$ cat src/hw/rtl/cma_pkg.sv
// shared types, constants and helpers for the counter array max tracker
package cma_pkg;

  localparam int NUM_COUNTERS = 256;
  localparam int COUNT_BITS   = 16;
  localparam int IDX_W        = $clog2(NUM_COUNTERS);
  localparam int ACT_W        = IDX_W + 1;
  localparam int CFG_W        = 9;
  localparam int HOLD_W       = 9;

  typedef logic [COUNT_BITS-1:0] count_t;
  typedef logic [IDX_W-1:0]      idx_t;
  typedef logic [ACT_W-1:0]      act_t;
  typedef logic [HOLD_W-1:0]     hold_t;
  typedef logic [CFG_W-1:0]      cfg_t;

  localparam logic [1:0] KIND_INC = 2'd0;
  localparam logic [1:0] KIND_DEC = 2'd1;
  localparam logic [1:0] KIND_CLR = 2'd2;

  localparam count_t TOP_VALUE = {COUNT_BITS{1'b1}};

  typedef struct packed {
    logic [1:0] kind;
    idx_t       counter_index;
  } cmd_t;

  typedef struct packed {
    count_t counter_value;
    count_t max_value;
    hold_t  max_holders;
    logic   op_error;
  } res_t;

  typedef struct packed {
    logic   rd_en;
    idx_t   rd_addr;
    logic   we;
    idx_t   wr_addr;
    count_t wr_data;
  } mem_req_t;

  // zero acts as one, anything past the array acts as the full array
  function automatic act_t clamp_active(input cfg_t value);
    act_t a;
    if (value == '0) begin
      a = act_t'(1);
    end else if (32'(value) > NUM_COUNTERS) begin
      a = act_t'(NUM_COUNTERS);
    end else begin
      a = act_t'(value);
    end
    return a;
  endfunction

endpackage

$ cat src/hw/rtl/cma_store.sv
// counter memory with per-entry valid bits and a registered read port
module cma_store (
  input  logic              clk,
  input  logic              rst,
  input  logic              clr,
  input  cma_pkg::mem_req_t req,
  output cma_pkg::count_t   rd_data
);
  import cma_pkg::*;

  count_t                  mem [NUM_COUNTERS];
  logic [NUM_COUNTERS-1:0] valid;
  count_t                  rd_q;
  logic                    rd_valid;

  always_ff @(posedge clk) begin
    if (req.we) begin
      mem[req.wr_addr] <= req.wr_data;
    end
    if (req.rd_en) begin
      rd_q <= mem[req.rd_addr];
    end
  end

  // an entry never written since the last clear reads as zero
  always_ff @(posedge clk) begin
    if (rst || clr) begin
      valid    <= '0;
      rd_valid <= 1'b0;
    end else begin
      if (req.we) begin
        valid[req.wr_addr] <= 1'b1;
      end
      if (req.rd_en) begin
        rd_valid <= valid[req.rd_addr];
      end
    end
  end

  assign rd_data = rd_valid ? rd_q : '0;

endmodule

$ cat config.mk
export PLATFORM = sky130hd
export DESIGN_NAME = cma_store
export DESIGN_NICKNAME = d
export VERILOG_FILES = /design/src/hw/rtl/cma_pkg.sv /design/src/hw/rtl/cma_store.sv
export SDC_FILE = /design/constraint.sdc
export NUM_CORES = 2
export LEC_CHECK = 0
export CAP_MARGIN = 10
export CORE_MARGIN = 5
export CORE_UTILIZATION = 35
export CTS_CLUSTER_SIZE = 20
export DETAILED_ROUTE_END_ITERATION = 8
export DONT_BUFFER_PORTS = 1
export HOLD_SLACK_MARGIN = 0.08
export PLACE_DENSITY = 0.59
export SYNTH_ARGS = -nofsm -noshare
export SYNTH_HDL_FRONTEND = slang
export SYNTH_SLANG_ARGS = --single-unit
$ cat constraint.sdc
create_clock -name clk -period 2.9 [get_ports clk]
set_input_delay 0.145 -clock clk [delete_from_list [all_inputs] [get_ports clk]]
set_output_delay 0.145 -clock clk [all_outputs]
set_load 0.01 [all_outputs]
; ---- Yosys cells after proc, flatten, opt, wreduce, memory -nomap -nowiden
; Memory sizes are Yosys's and may differ from the RTL's. A register that Yosys moved wholly into a read port is not among the register bits.
; Index checks and enable logic that the tools add are counted.
[op_classes]
n_lt_le_gt_ge = 3
n_bitwise = 1
mux = 7
reduce_logical = 2
[ops]
columns = operator, count
row1 = 256-bit bitwise OR, 1
row2 = 8-bit by 9-bit less-than comparator with 1-bit output (second input constant), 2
row3 = 16-bit 2-to-1 mux, 1
row4 = 1-bit binary-select mux with 8-bit select, 1
row5 = 1-bit demux with 8-bit select, 1
row6 = 8-bit by 1-bit greater-or-equal comparator with 1-bit output (second input constant), 1
row7 = 1-bit 2-to-1 mux, 4
row8 = 1-bit logical AND, 1
row9 = 1-bit logical OR, 1
[word_totals]
regBits = 257
wordCells = 16
output_inout_bits = 16
memories = 1
in_bits = 37
ramBits = 4096
[mem_list]
columns = memory, depth, width, read_ports, rd_clocked_by_memory_dff, write_ports, line_no
row1 = mem, 256, 16, 1, 1, 1, cma_store.sv:11  ; count_t mem [NUM_COUNTERS];

; ---- Logic depth before layout (Yosys ltp)
[logic_depth]
word_depth = 5
mapped_depth = 11
depth_no_buf = 6

; ---- Least setup slack after synthesis
; No wires, ideal clock.
[synth_timing]
path_type = input to register
from = input req[26] in the netlist's numbering
to = register rd_q[10] (read register of mem) (data pin)
path_slack_ns = 0.542
stages = 9
required_ns = 2.641
setup_time_ns = 0.259
t_arrival_ns = 2.099
path_buffers = 3
cell_sequence = buf_2 > clkbuf_1 > buf_1 > mux4_2 > a22oi_2 > a21oi_1 > nor4_1 > o22ai_1 > or2_1
[synth_lines]
columns = item, line_no
row1 = "start, declared", cma_store.sv:6  ; input cma_pkg::mem_req_t req,
row2 = "end, declared", cma_store.sv:13  ; count_t rd_q;

; ---- Worst setup path after layout
[layout_timing]
from = register rd_valid
to = output rd_data[2]
[layout_between]
elab_chain_len = 1
[layout_rtl]
columns = item, line_no
row1 = "start, declared", cma_store.sv:14  ; logic rd_valid;
row2 = "start signal, assigned", cma_store.sv:35  ; rd_valid <= valid[req.rd_addr];
row3 = 16-bit 2-to-1 mux, cma_store.sv:40  ; assign rd_data = rd_valid ? rd_q : '0;
row4 = "end, declared", cma_store.sv:7  ; output cma_pkg::count_t rd_data
; No other way between the ends.

==> run_summary.xml <==
<?xml version="1.0" encoding="UTF-8"?>
<metrics>
  <group name="global_routing">
    <metric name="via_count_of_the_first_global_routing_pass" unit="">84523</metric>
    <metric name="global_route_wire_length_before_repair" unit="um">654000</metric>
    <metric name="globalRouteOverflowTotal" unit="">0</metric>
    <metric name="grt_start_max_net_pins" unit="">257</metric>
    <metric name="antenna_violations_before_repair" unit="">35</metric>
    <metric name="globalRouteTotalUtil" unit="%">18.6</metric>
  </group>
  <group name="run_status">
    <metric name="run_status" unit="">finished with violations</metric>
    <metric name="violations" unit="">hold timing, slew limit, setup timing</metric>
  </group>
  <group name="routing">
    <metric name="number_of_drc_markers_after_the_initial_detailed_route_iteration" unit="">11564</metric>
    <metric name="vias" unit="">83715</metric>
    <metric name="totalWireLength" unit="um">466000</metric>
    <metric name="route.antenna.remaining_nets" unit="">0</metric>
    <metric name="routedWlPerCell" unit="um">31.1</metric>
    <metric name="dr.max_layer_used" unit="">met5</metric>
    <metric name="routed_met2_length" unit="um">223000</metric>
    <metric name="detail_route.first_pass.iterations" unit="">8</metric>
    <metric name="drc" unit="">0</metric>
    <metric name="routed_via_density" unit="">5.60</metric>
    <metric name="routed-wl-met3" unit="um">46500</metric>
    <metric name="wl_met1" unit="um">179000</metric>
  </group>
  <group name="pwr">
    <metric name="comb_power_share" unit="%">4.4</metric>
    <metric name="pwr-share-seq" unit="%">52.6</metric>
    <metric name="leakagePower" unit="nW">60.5</metric>
    <metric name="ratio_of_total_power_to_cell_area" unit="nW/um2">678</metric>
    <metric name="switching_share" unit="%">20.7</metric>
    <metric name="p_switching" unit="mW">27.3</metric>
    <metric name="cellInternalPower" unit="mW">104</metric>
    <metric name="p_clk_share" unit="%">43.0</metric>
    <metric name="worst_vdd_rail_ir_drop" unit="mV">0.566</metric>
    <metric name="fin_total_pwr" unit="mW">132</metric>
  </group>
  <group name="sta">
    <metric name="period_minus_slack" unit="ns">2.95</metric>
    <metric name="timing_hold_violations_final" unit="">3315</metric>
    <metric name="timing.final.max_slew_violations" unit="">207</metric>
    <metric name="grt_setup_unrepaired" unit="">no</metric>
    <metric name="tightestPinTransition" unit="ns">1.73</metric>
    <metric name="fin_crit_sh" unit="%">102</metric>
    <metric name="slew_headroom" unit="%">-15.6</metric>
    <metric name="maxClockFrequency" unit="MHz">339</metric>
    <metric name="timing.final.setup_violations" unit="">2</metric>
    <metric name="final.setup_skew" unit="ns">0.0701</metric>
    <metric name="hold_slack" unit="ns">-0.725</metric>
    <metric name="setup_slack" unit="ns">-0.0531</metric>
  </group>
  <group name="die">
    <metric name="die_h" unit="um">697</metric>
    <metric name="boundaryPins" unit="">53</metric>
    <metric name="fp.dieArea" unit="um2">486000</metric>
    <metric name="die-width" unit="um">697</metric>
    <metric name="floorplan.initialDensity" unit="%">35.1</metric>
    <metric name="floorplan.core_area" unit="um2">471000</metric>
    <metric name="placement_rows" unit="">252</metric>
  </group>
  <group name="logic_synthesis">
    <metric name="number_of_enable_flip_flop_cells_after_synthesis" unit="">4112</metric>
    <metric name="synth_top_cells_by_count" unit="">4,112 x sky130_fd_sc_hd__edfxtp_1, 1,083 x sky130_fd_sc_hd__mux4_2, 509 x sky130_fd_sc_hd__a22oi_1, 303 x sky130_fd_sc_hd__nor2_1, 267 x sky130_fd_sc_hd__clkbuf_1</metric>
    <metric name="syn-mean-instance-area" unit="um2">21.9</metric>
    <metric name="ys_ff_latch" unit="">4369</metric>
    <metric name="yosys_warnings" unit="">0</metric>
    <metric name="yosysMostFrequentCell" unit="">sky130_fd_sc_hd__edfxtp_1</metric>
    <metric name="post_synth_instance_area" unit="um2">165000</metric>
    <metric name="postSynthNetCount" unit="">7570</metric>
    <metric name="postSynthCellCount" unit="">7533</metric>
    <metric name="sequential_area_share_after_synthesis" unit="%">77.8</metric>
    <metric name="async_reset_ff_share" unit="%">0</metric>
    <metric name="yosys.area.top_type_share" unit="%">74.7</metric>
    <metric name="netlist_top_cells_area" unit="">sky130_fd_sc_hd__edfxtp_1 75%, sky130_fd_sc_hd__mux4_2 15%, sky130_fd_sc_hd__dfxtp_1 3.1%, sky130_fd_sc_hd__a22oi_1 2.3%, sky130_fd_sc_hd__o21a_1 1.1%</metric>
    <metric name="post_synth_num_cell_types" unit="">47</metric>
    <metric name="ys.flop_type" unit="">sky130_fd_sc_hd__edfxtp_1</metric>
    <metric name="synth_top_cell_by_area" unit="">sky130_fd_sc_hd__edfxtp_1</metric>
  </group>
  <group name="critical_path">
    <metric name="critical_path.top_delay_family" unit="">flip-flops</metric>
    <metric name="timing.rr.start" unit="">mem[53][13]</metric>
    <metric name="r2r_slack" unit="ns">0.04</metric>
    <metric name="critical_path.endpoint_type" unit="">output port</metric>
    <metric name="timing.critical_path.to" unit="">rd_data[2]</metric>
    <metric name="critical_path.n_buffers_inverters" unit="">0</metric>
    <metric name="worst-setup-path-type" unit="">reg2out</metric>
    <metric name="cpPeakStageDelay" unit="ns">0.98</metric>
    <metric name="r2r_cells" unit="">7</metric>
    <metric name="crit_chain" unit="">and2_1</metric>
    <metric name="worstPathMaxFanout" unit="">17</metric>
    <metric name="slowest_stage" unit="">sky130_fd_sc_hd__dfxtp_1</metric>
    <metric name="crit_required" unit="ns">2.76</metric>
    <metric name="worst_r2r_endpoint" unit="">rd_q[13]</metric>
    <metric name="critPathLaunchType" unit="">flop</metric>
    <metric name="arrival" unit="ns">2.81</metric>
    <metric name="startpoint_of_the_worst_setup_timing_path" unit="">rd_valid</metric>
    <metric name="timing.critical_path.depth" unit="">1</metric>
  </group>
  <group name="hold_path">
    <metric name="worst_hold_path_type" unit="">in2reg</metric>
    <metric name="min_delay_path_depth" unit="">0</metric>
  </group>
  <group name="clock_tree">
    <metric name="cts-buffers-inserted" unit="">439</metric>
    <metric name="clock-root-buffer" unit="">sky130_fd_sc_hd__clkbuf_16</metric>
    <metric name="h-tree-depth" unit="">5</metric>
    <metric name="clock_tree.buffer_depth" unit="">4</metric>
    <metric name="worst_setup_hold_path_clk_slew" unit="ns">0.06</metric>
    <metric name="clock-sinks" unit="">4369</metric>
    <metric name="cts_tree" unit="">done</metric>
    <metric name="insertion_delay" unit="ns">0.99</metric>
  </group>
  <group name="final_layout">
    <metric name="layout-area-overhead-vs-synth" unit="%">17.5</metric>
    <metric name="final_cells" unit="">14961</metric>
    <metric name="final_layout_size_suffix_gt1_share" unit="%">31.3</metric>
    <metric name="nets" unit="">8376</metric>
  </group>
  <group name="place">
    <metric name="placed_cells_incl_taps" unit="">14048</metric>
    <metric name="port_buffers" unit="">0</metric>
    <metric name="routabilityCongestion" unit="">0.827</metric>
    <metric name="dp.final_hpwl" unit="um">257000</metric>
  </group>
  <group name="run">
    <metric name="maxCapViolCount" unit="">0</metric>
  </group>
</metrics>
==> area by class of cell <==
| cell class | count | area, um2 |
|---|---|---|
| sequential | 4369 | 129000 |
| tap | 6223 | 7790 |
| antenna | 18 | 45.0 |
| timing repair buffer | 839 | 8380 |
| fill | 40503 | 277000 |
| clock inverter | 239 | 2480 |
| inverter | 3 | 11.3 |
| clock buffer | 583 | 11900 |
| multi-input combinational | 2687 | 35000 |
==> cells in the final DEF, fill, tap and decap left out, types with 32 or more instances in the layout <==
cell type	netlist	routed
sky130_fd_sc_hd__nor4_1	64	49
sky130_fd_sc_hd__buf_12	0	89
sky130_fd_sc_hd__mux4_2	1083	1083
sky130_fd_sc_hd__clkinv_2	0	86
sky130_fd_sc_hd__dfxtp_1	257	257
sky130_fd_sc_hd__buf_4	20	679
sky130_fd_sc_hd__nor2_2	0	127
sky130_fd_sc_hd__clkbuf_16	0	451
sky130_fd_sc_hd__clkinv_1	0	71
sky130_fd_sc_hd__bufinv_16	0	42
sky130_fd_sc_hd__clkbuf_1	267	114
sky130_fd_sc_hd__nor2_1	303	174
sky130_fd_sc_hd__o22ai_1	37	32
sky130_fd_sc_hd__o21a_1	240	240
sky130_fd_sc_hd__a21oi_1	263	261
sky130_fd_sc_hd__edfxtp_1	4112	4112
sky130_fd_sc_hd__a22oi_1	509	501
==> registers in the layout, summed over array words and instances (netlist names) <==
signal	cells
valid	256
rd_valid	1
mem	4096
rd_q	16
==> worst min-delay path by stage <==
stage                              to    start
after global placement        rd_q[1]  req[33]
after floorplan             mem[0][0]   req[0]
after detailed placement      rd_q[1]  req[33]
after CTS                 mem[70][14]  req[14]
after global routing      mem[68][14]  req[14]
final                     mem[70][14]  req[14]
==> cells by family after synthesis <==
kind of cell	Yosys count	synth area share, %
buffers and inverters	477	1.38
multiplexers	1105	14.9
AND/OR/NAND/NOR	499	1.37
flip-flops	4369	77.8
AO/OA/AOI/OAI	1083	4.53
==> through the flow <==
stage | setup TNS, ns | worst slack [ns] | cell area, um2 | utilization (%)
6_report | -0.0720 | -0.0531 | 194000 | 41.3
5_1_grt | 0 | 0.00533 | 194000 | 41.2
4_1_cts | 0 | 0.00397 | 194000 | 41.2
3_5_place_dp | -52.53 | -3.39 | 178000 | 37.9
3_3_place_gp | -52.14 | -3.42 | 178000 | 37.9
2_1_floorplan | 0 | 0.542 | 165000 | -
==> what timing repair did <==
action                                  4_1_cts  5_1_grt
gates cloned                                 24        5
pin swaps                                     3        0
resized for setup                            24       20
endpoints found under the hold margin      7028     4093
hold buffers                                 28        4
buffers inserted                              0       11
endpoints found under the setup margin       17       20
==> power by group through the flow <==
stage / clock network [mW] / registers, mW / logic [mW]
5_1_grt: 60.3 / 69.1 / 5.99
4_1_cts: 57.5 / 69.2 / 5.71
6_report: 56.7 / 69.2 / 5.74
2_1_floorplan: 0 / 70.4 / 3.10
3_3_place_gp: 0 / 70.5 / 5.34
3_5_place_dp: 0 / 70.5 / 5.36
==> routing by layer <==
layer  vias up  track usage [%]
met5         -                0
met4        10             5.81
met3       719             4.29
met2      4154             30.0
met1     45165             25.0
li1      33667                -
No activity file was read; power rests on OpenSTA's default activity.
