==> config.mk <==
export PLATFORM = sky130hd
export DESIGN_NAME = cma_ctrl
export DESIGN_NICKNAME = d
export VERILOG_FILES = /design/src/hw/rtl/cma_pkg.sv /design/src/hw/rtl/cma_ctrl.sv
export SDC_FILE = /design/constraint.sdc
export NUM_CORES = 1
export LEC_CHECK = 0
export CAP_MARGIN = 20
export CORE_UTILIZATION = 40
export CTS_BUF_LIST = sky130_fd_sc_hd__clkbuf_2 sky130_fd_sc_hd__clkbuf_4 sky130_fd_sc_hd__clkbuf_8
export CTS_CLUSTER_DIAMETER = 40
export CTS_CLUSTER_SIZE = 24
export DETAILED_ROUTE_END_ITERATION = 12
export DONT_BUFFER_PORTS = 1
export GPL_TIMING_DRIVEN = 0
export MAX_ROUTING_LAYER = met4
export SLEW_MARGIN = 5
export SYNTH_ARGS = -nofsm -noshare
export SYNTH_HDL_FRONTEND = slang
export SYNTH_SLANG_ARGS = --single-unit
==> constraint.sdc <==
create_clock -name clk -period 8.3 [get_ports clk]
set_input_delay 1.66 -clock clk [delete_from_list [all_inputs] [get_ports clk]]
set_output_delay 1.66 -clock clk [all_outputs]
set_load 0.1 [all_outputs]
==> src/hw/rtl/cma_pkg.sv <==
// shared types, constants and helpers for the counter array max tracker
package cma_pkg;

  localparam int NUM_COUNTERS = 256;
  localparam int COUNT_BITS   = 16;
  localparam int IDX_W        = $clog2(NUM_COUNTERS);
  localparam int ACT_W        = IDX_W + 1;
  localparam int CFG_W        = 9;
  localparam int HOLD_W       = 9;

  typedef logic [COUNT_BITS-1:0] count_t;
  typedef logic [IDX_W-1:0]      idx_t;
  typedef logic [ACT_W-1:0]      act_t;
  typedef logic [HOLD_W-1:0]     hold_t;
  typedef logic [CFG_W-1:0]      cfg_t;

  localparam logic [1:0] KIND_INC = 2'd0;
  localparam logic [1:0] KIND_DEC = 2'd1;
  localparam logic [1:0] KIND_CLR = 2'd2;

  localparam count_t TOP_VALUE = {COUNT_BITS{1'b1}};

  typedef struct packed {
    logic [1:0] kind;
    idx_t       counter_index;
  } cmd_t;

  typedef struct packed {
    count_t counter_value;
    count_t max_value;
    hold_t  max_holders;
    logic   op_error;
  } res_t;

  typedef struct packed {
    logic   rd_en;
    idx_t   rd_addr;
    logic   we;
    idx_t   wr_addr;
    count_t wr_data;
  } mem_req_t;

  // zero acts as one, anything past the array acts as the full array
  function automatic act_t clamp_active(input cfg_t value);
    act_t a;
    if (value == '0) begin
      a = act_t'(1);
    end else if (32'(value) > NUM_COUNTERS) begin
      a = act_t'(NUM_COUNTERS);
    end else begin
      a = act_t'(value);
    end
    return a;
  endfunction

endpackage

==> src/hw/rtl/cma_ctrl.sv <==
// command sequencer: read, modify, write back, and rescan for a lost maximum
module cma_ctrl (
  input  logic              clk,
  input  logic              rst,
  input  logic              clr,
  input  cma_pkg::act_t     clr_act,
  input  cma_pkg::act_t     act,
  input  logic              start,
  input  cma_pkg::cmd_t     cmd,
  output logic              busy,
  output logic              done,
  output cma_pkg::res_t     result,
  output cma_pkg::mem_req_t req,
  input  cma_pkg::count_t   rd_data
);
  import cma_pkg::*;

  typedef enum logic [1:0] {IDLE, MODIFY, SCAN} state_t;

  state_t state;
  cmd_t   cmd_q;
  count_t cur_max;
  hold_t  holders;
  act_t   scan_addr;
  logic   scan_pend;
  count_t best;
  hold_t  best_n;

  logic   in_range;
  count_t nv;
  logic   err;
  logic   need_scan;
  count_t max_next;
  hold_t  holders_next;
  logic   scan_issue;

  always_comb begin
    in_range     = act_t'(cmd_q.counter_index) < act;
    nv           = rd_data;
    err          = 1'b0;
    max_next     = cur_max;
    holders_next = holders;
    need_scan    = 1'b0;
    case (cmd_q.kind)
      KIND_INC: begin
        if (rd_data == TOP_VALUE) begin
          err = 1'b1;
        end else begin
          nv = rd_data + 1'b1;
        end
      end
      KIND_DEC: begin
        if (rd_data == '0) begin
          err = 1'b1;
        end else begin
          nv = rd_data - 1'b1;
        end
      end
      KIND_CLR: nv = '0;
      default:  err = 1'b1;
    endcase
    if (!in_range) begin
      err = 1'b1;
      nv  = '0;
    end else if (nv > rd_data) begin
      if (nv > cur_max) begin
        max_next     = nv;
        holders_next = hold_t'(1);
      end else if (nv == cur_max) begin
        holders_next = holders + 1'b1;
      end
    end else if (nv < rd_data && rd_data == cur_max) begin
      // the sole holder dropping leaves the new maximum unknown
      if (holders == hold_t'(1)) begin
        need_scan = 1'b1;
      end else begin
        holders_next = holders - 1'b1;
      end
    end
  end

  assign scan_issue = (state == SCAN) && (scan_addr < act);

  always_comb begin
    req.rd_en   = ((state == IDLE) && start) || scan_issue;
    req.rd_addr = (state == SCAN) ? scan_addr[IDX_W-1:0] : cmd.counter_index;
    req.we      = (state == MODIFY) && in_range;
    req.wr_addr = cmd_q.counter_index;
    req.wr_data = nv;
  end

  assign busy = (state != IDLE);

  always_ff @(posedge clk) begin
    if (rst) begin
      state     <= IDLE;
      done      <= 1'b0;
      cur_max   <= '0;
      holders   <= hold_t'(NUM_COUNTERS);
      scan_addr <= '0;
      scan_pend <= 1'b0;
    end else begin
      done <= 1'b0;
      case (state)
        IDLE: begin
          if (clr) begin
            cur_max <= '0;
            holders <= hold_t'(clr_act);
          end
          if (start) begin
            cmd_q <= cmd;
            state <= MODIFY;
          end
        end
        MODIFY: begin
          result.counter_value <= nv;
          result.op_error      <= err;
          if (need_scan) begin
            scan_addr <= '0;
            scan_pend <= 1'b0;
            best      <= '0;
            best_n    <= '0;
            state     <= SCAN;
          end else begin
            cur_max            <= max_next;
            holders            <= holders_next;
            result.max_value   <= max_next;
            result.max_holders <= holders_next;
            done               <= 1'b1;
            state              <= IDLE;
          end
        end
        SCAN: begin
          // one read issued per cycle while addresses remain, and each entry folded in when its data returns
          if (scan_issue) begin
            scan_addr <= scan_addr + 1'b1;
          end
          scan_pend <= scan_issue;
          if (scan_pend) begin
            if (rd_data > best) begin
              best   <= rd_data;
              best_n <= hold_t'(1);
            end else if (rd_data == best) begin
              best_n <= best_n + 1'b1;
            end
          end else if (!scan_issue) begin
            cur_max            <= best;
            holders            <= best_n;
            result.max_value   <= best;
            result.max_holders <= best_n;
            done               <= 1'b1;
            state              <= IDLE;
          end
        end
        default: state <= IDLE;
      endcase
    end
  end

endmodule

== Word-level counts from Yosys, hierarchy flattened ==
Index checks and enable logic that the tools add are counted.

* Bits in latches: 0
* Register bits after elaboration: 115
* Input port bits: 48
* Word-level logic and storage cells: 123
* RAM bits: 0
* Output and inout bits: 78
* Memories: 0
* ROM bits: 0

* Magnitude comparators: 6
* Divide/modulo/power cells: 0
* Equal/unequal tests: 19
* Reduce and logical (&&, ||, !) cells: 20
* Bitwise logic cells: 1
* $mul: 0
* Shift-type cells: 0
* Muxes and demuxes: 57
* Add/subtract/negate cells: 6

{| class="wikitable"
|+ Operators by type and width
! kind !! count
|-
| $mux 16 || 13
|-
| $mux 9 || 15
|-
| $pmux 16 s3 || 2
|-
| $mux 25 || 3
|-
| $pmux 25 s2 || 1
|-
| $eq 16x16->1 || 3
|-
| $gt 16x16->1 || 3
|-
| $pmux 9 s2 || 2
|-
| $pmux 16 s2 || 1
|-
| $add 9x1->9 const B || 3
|-
| $pmux 9 s3 || 1
|-
| $reduce_and 5->1 || 4
|-
| $add 16x1->16 const B || 1
|-
| $eq 16x16->1 const B || 1
|-
| $logic_not 16->1 || 1
|-
| $lt 16x16->1 || 1
|-
| $ne 2x2->1 const B || 8
|-
| $sub 16x1->16 const B || 1
|-
| $mux 1 || 10
|-
| $eq 9x1->1 const B || 1
|-
| $lt 8x9->1 || 1
|-
| $lt 9x9->1 || 1
|-
| $reduce_and 3->1 || 3
|-
| $sub 9x1->9 const B || 1
|-
| other kinds (16) || 28
|}

== Logic depth before layout (Yosys ltp) ==
* Depth in word-level cells: 10
* Mapped depth: 21
* Depth with buffers taken out: 18

== Worst setup path after synthesis ==
Ideal clock, no wire load.

* Path kind: input to output
* Start: in rd_data[5]
* End: out req[0] in the netlist's numbering
* Arrival time: 4.767 ns
* Setup slack: 1.873 ns
* Stages: 8
* Cells stage by stage: buf_2 > or4_1 > or4_4 > o21ai_2 > nand2_1 > o21ai_0 > a21oi_1 > nor2_1

{| class="wikitable"
|+ RTL lines
! item !! RTL line !! source
|-
| start: declaration || cma_ctrl.sv:14 || <nowiki>input cma_pkg::count_t rd_data</nowiki>
|-
| end: declaration || cma_ctrl.sv:13 || <nowiki>output cma_pkg::mem_req_t req,</nowiki>
|}

== Worst setup path in the final report ==
* Start: in rd_data[7]
* End: reg result[13] in the netlist's numbering (data pin)

* Longest elaborated chain between the ends: 9
* Elaborated cells between the ends (all ways): 14
* Classes of those cells: 2 x add/sub; 2 x order compare; 1 x eq/ne; 8 x mux; 1 x reduce/logical

{| class="wikitable"
|+ RTL lines
! item !! RTL line !! source
|-
| $sub 16x1->16, or another cell as far along || cma_ctrl.sv:56 || <nowiki>nv = rd_data - 1'b1;</nowiki>
|-
| $mux 16, on equally long branches || cma_ctrl.sv:53, cma_ctrl.sv:46 ||
|-
| $pmux 16 s3 || cma_ctrl.sv:44 || <nowiki>case (cmd_q.kind)</nowiki>
|-
| $gt 16x16->1 || cma_ctrl.sv:66 || <nowiki>if (nv > cur_max) begin</nowiki>
|-
| $mux 16 || cma_ctrl.sv:66 ||
|-
| $mux 16 (*) || cma_ctrl.sv:65 || <nowiki>end else if (nv > rd_data) begin</nowiki>
|-
| $mux 16 (*) || cma_ctrl.sv:62 || <nowiki>if (!in_range) begin</nowiki>
|-
| $mux 25 (*) || cma_ctrl.sv:118 || <nowiki>if (need_scan) begin</nowiki>
|-
| $pmux 25 s2 (*) || cma_ctrl.sv:104 || <nowiki>case (state)</nowiki>
|-
| end: declaration || cma_ctrl.sv:12 || <nowiki>output cma_pkg::res_t result,</nowiki>
|}

Mark *: on every way between the ends. The rest lies on a longest branch, timed or not. The select of a mux whose other input is x is not followed.
A chain may end at the register's enable or synchronous reset.

==> impl_metrics.env <==
export IMPL_status="complete, no violations"
export IMPL_crit_slowest_cell="or4_1"
export IMPL_root_buffer="clkbuf_8"
export IMPL_synth_top_family_by_area="simple AND/OR/NAND/NOR gates"
export IMPL_yosys_area_top_type="edfxtp_1"
export IMPL_nets=1155
export IMPL_path_cells="clkbuf_1 -> or4_1 -> or4_4 -> o211ai_1 -> nor2_1 -> xnor2_1 -> a32oi_1 -> inv_1 -> ha_1 -> nand4_1 -> a2111o_1 -> and3_1 -> nor4_1 -> clkdlybuf4s18_2 -> clkbuf_1 -> buf_2 -> a21oi_1 -> o21ai_0"
export IMPL_synth_xor_xnor_area_share_pct=5.01
export IMPL_wl_per_cell_um=22.7
export IMPL_htreeDepth=4
export IMPL_firstDrtPassIters=5
export IMPL_crit_fanout=10
export IMPL_grt_pass1_vias=7798
export IMPL_hold_path_class="reg2reg"
export IMPL_crit_buf_inv=5
export IMPL_drive_above_1_share_pct=10.7
export IMPL_min_period_ns=7.80
export IMPL_gp_congestion=0.963
export IMPL_setup_viol=0
export IMPL_rr_startpoint="cmd_q[8]"
export IMPL_synthFlopType="edfxtp_1"
export IMPL_ys_warn_count=0
export IMPL_r2r_slack_ns=2.29
export IMPL_dieArea_sq_mm=0.0224
export IMPL_clock_skew_ns=0.0121
export IMPL_final_instance_count_excl_fill=1320
export IMPL_netlist_instances=990
export IMPL_cp_required_ns=8.51
export IMPL_syn2layout_area_growth_pct=13.3
export IMPL_dp_hpwl_um=22800
export IMPL_path_delay_family="simple AND/OR/NAND/NOR gates"
export IMPL_arrival_ns=8.01
export IMPL_synth_edff_count=77
export IMPL_hold_violations=0
export IMPL_p_int_mw=1.11
export IMPL_synth_area_per_cell_sq_um=8.81
export IMPL_grt_pass1_wl_um=45200
export IMPL_rows=53
export IMPL_hp_start="scan_addr[8]"
export IMPL_cp_start_kind="primary input"
export IMPL_hold_buffers=0
export IMPL_p_sw_share_pct=35.1
export IMPL_fmax_mhz=128
export IMPL_dp_cells=1286
export IMPL_syn_nets=1113
export IMPL_crit_top_cell="clkbuf_1"
export IMPL_cts_made_buffers=17
export IMPL_grt_max_degree=18
export IMPL_p_seq_share_pct=40.9
export IMPL_path_class="in2reg"
export IMPL_synthSimpleGateAreaFrac_pct=20.5
export IMPL_p_per_area_mw_per_mm2=173
export IMPL_clock_power_share_pct=37.5
export IMPL_cts_setup_buffers=0
export IMPL_synth_area_top_cells="edfxtp_1 27%, ha_1 11%, dfxtp_1 8.7%, a21oi_1 4.0%, nor2_1 3.7%"
export IMPL_max_stage_delay_ns=0.60
export IMPL_finalCritPeriodShare_pct=94.0
export IMPL_antenna_found_initial=0
export IMPL_synthesis_area_sq_mm=0.00872
export IMPL_ys_ff_latch=115
export IMPL_p_comb_share_pct=21.5
export IMPL_reg2reg_to="best_n[4]"
export IMPL_clkLatencyLatePin_ns=0.47
export IMPL_grt_ovfl_total=0
export IMPL_cts_path_max_buffers=2
export IMPL_r2r_cells=13
export IMPL_initial_utilization_pct=41.1
export IMPL_drt_total_wl_um=29900
export IMPL_rsz0062_at_grt="false"
export IMPL_port_buffers=0
export IMPL_slew_viol_final=0
export IMPL_die_width_um=150
export IMPL_end_kind="flop"
export IMPL_post_route_drc_count=0
export IMPL_tightest_slew_ns=1.11
export IMPL_final_cell_mix="77 x edfxtp_1, 75 x inv_1, 75 x nor2_1, 75 x ha_1, 69 x a21oi_1"
export IMPL_drt_iter0_markers=746
export IMPL_via_per_inst=6.20
export IMPL_synth_top_area_share_pct=26.5
export IMPL_vias=8185
export IMPL_grt_use_total_pct=27.9
export IMPL_cts_sinks=115
export IMPL_leakagePower_nw=3.66
export IMPL_cts_tree="done"
export IMPL_ioPinCount=126
export IMPL_tns_ns=0
export IMPL_ys_types=75
export IMPL_fin_hold_ws_ns=0.510
export IMPL_async_flop_share_pct=0
export IMPL_clk_pin_slew_ns=0.07
export IMPL_final_common_cell="edfxtp_1"
export IMPL_hold_depth=2
export IMPL_core_sq_mm=0.0212
export IMPL_synthAdderAreaFrac_pct=10.8
export IMPL_maxCapViolations=0
export IMPL_vdd_drop_max_v=0.000102
export IMPL_hold_end="scan_addr[8]"
export IMPL_synth_compound_area_share_pct=18.6
export IMPL_slew_headroom_pct=25.1
export IMPL_p_sw_mw=0.598
export IMPL_die_y_um=150
export IMPL_synth_area_mux_share_pct=2.44
export IMPL_seq_area_frac_synth_pct=35.2
export IMPL_postRouteAntennaNets=0
export IMPL_antenna_cells=0
export IMPL_cts_resized=0
## cells in the mapped netlist (5+ instances only)
cell type  instances
nor2_1            85
edfxtp_1          77
ha_1              75
inv_1             75
a21oi_1           69
nand2_1           68
o21ai_0           50
clkbuf_1          38
dfxtp_1           38
nand3_1           32
nand4_1           30
xnor2_1           30
nor3_1            23
o22ai_1           22
and2_1            15
and3_1            15
or4_1             15
a41oi_1           14
nor4_1            14
xor2_1            13
buf_4             12
a211oi_1          10
buf_2             10
mux2_2            10
mux2i_1           10
o211ai_1          10
o21a_1            10
a21o_1             8
or3_1              8
o31ai_1            7
a31oi_1            6
and4_1             6
buf_6              6
a311oi_1           5
nand3b_1           5
## power groups by stage
stage                     sequential (mW)  clock [mW]  combinational (mW)
final                               0.698       0.640               0.368
after CTS                           0.698       0.647               0.362
after global routing                0.700       0.670               0.390
after detailed placement            0.711           0               0.360
after global placement              0.711           0               0.333
after floorplan                     0.707           0               0.260
## sequential cells by signal (all words and copies together), names as in the netlist
name and cells:
best 16, best_n 9, cmd_q 2, cur_max 16, done 1, holders 9, req 8, result 42
scan_addr 9, scan_pend 1, state 2
## through the flow
stage               power, mW  area (sq um)  util [%]  setup WS [ns]
floorplan               0.968          8720         -           1.87
global route             1.76          9880      46.5          0.281
detailed placement       1.07          9400      44.3          0.163
finish                   1.71          9880      46.5          0.498
global placement         1.04          9060      42.7         -0.120
CTS                      1.71          9870      46.5          0.637
## worst max-delay path by stage
stage | startpoint | to | cells after the start
2_1_floorplan | rd_data[5] | req[0] | 8
3_3_place_gp | rd_data[7] | best[8] | 16
3_5_place_dp | rd_data[7] | best_n[4] | 17
4_1_cts | rd_data[7] | best_n[1] | 17
5_1_grt | rd_data[7] | result[12] | 18
6_report | rd_data[7] | result[13] | 18
## final cells by class
type / instances / area, sq um
clock inverter: 13 / 206
inverter: 79 / 297
clock buffer: 19 / 262
multi-input combinational: 730 / 5020
fill: 2105 / 11300
tap: 275 / 344
sequential: 115 / 3070
buffer: 66 / 350
timing repair buffer: 23 / 320
## tightest hold or removal path, cell delays in order (launching register included)
cell     delay (ns)
dfxtp_1        0.33
o21ai_0        0.07
a21oi_1        0.06
## kinds of logic (layout without fill, tap and decap cells)
| logic type | count (synthesis) | count (layout) |
|---|---|---|
| and+or+nand+nor | 339 | 339 |
| DFF | 115 | 115 |
| muxes | 20 | 20 |
| adders and majority gates | 75 | 75 |
| xor gates and xnor gates | 46 | 46 |
| buffers and inverters | 145 | 200 |
| AOI/OAI and AO/OA | 250 | 250 |
## routing by layer
layer | GRT usage (%) | up-vias | part of all wire [%] | wire (um)
li1 | - | 3762 | - | -
met1 | 36.9 | 3894 | 43 | 12800
met2 | 41.8 | 462 | 44 | 13200
met3 | 6.89 | 67 | 11 | 3160
met4 | 8.47 | 0 | 2.3 | 692
met5 | - | - | 0 | 0
(Power assumes the default switching activity.)
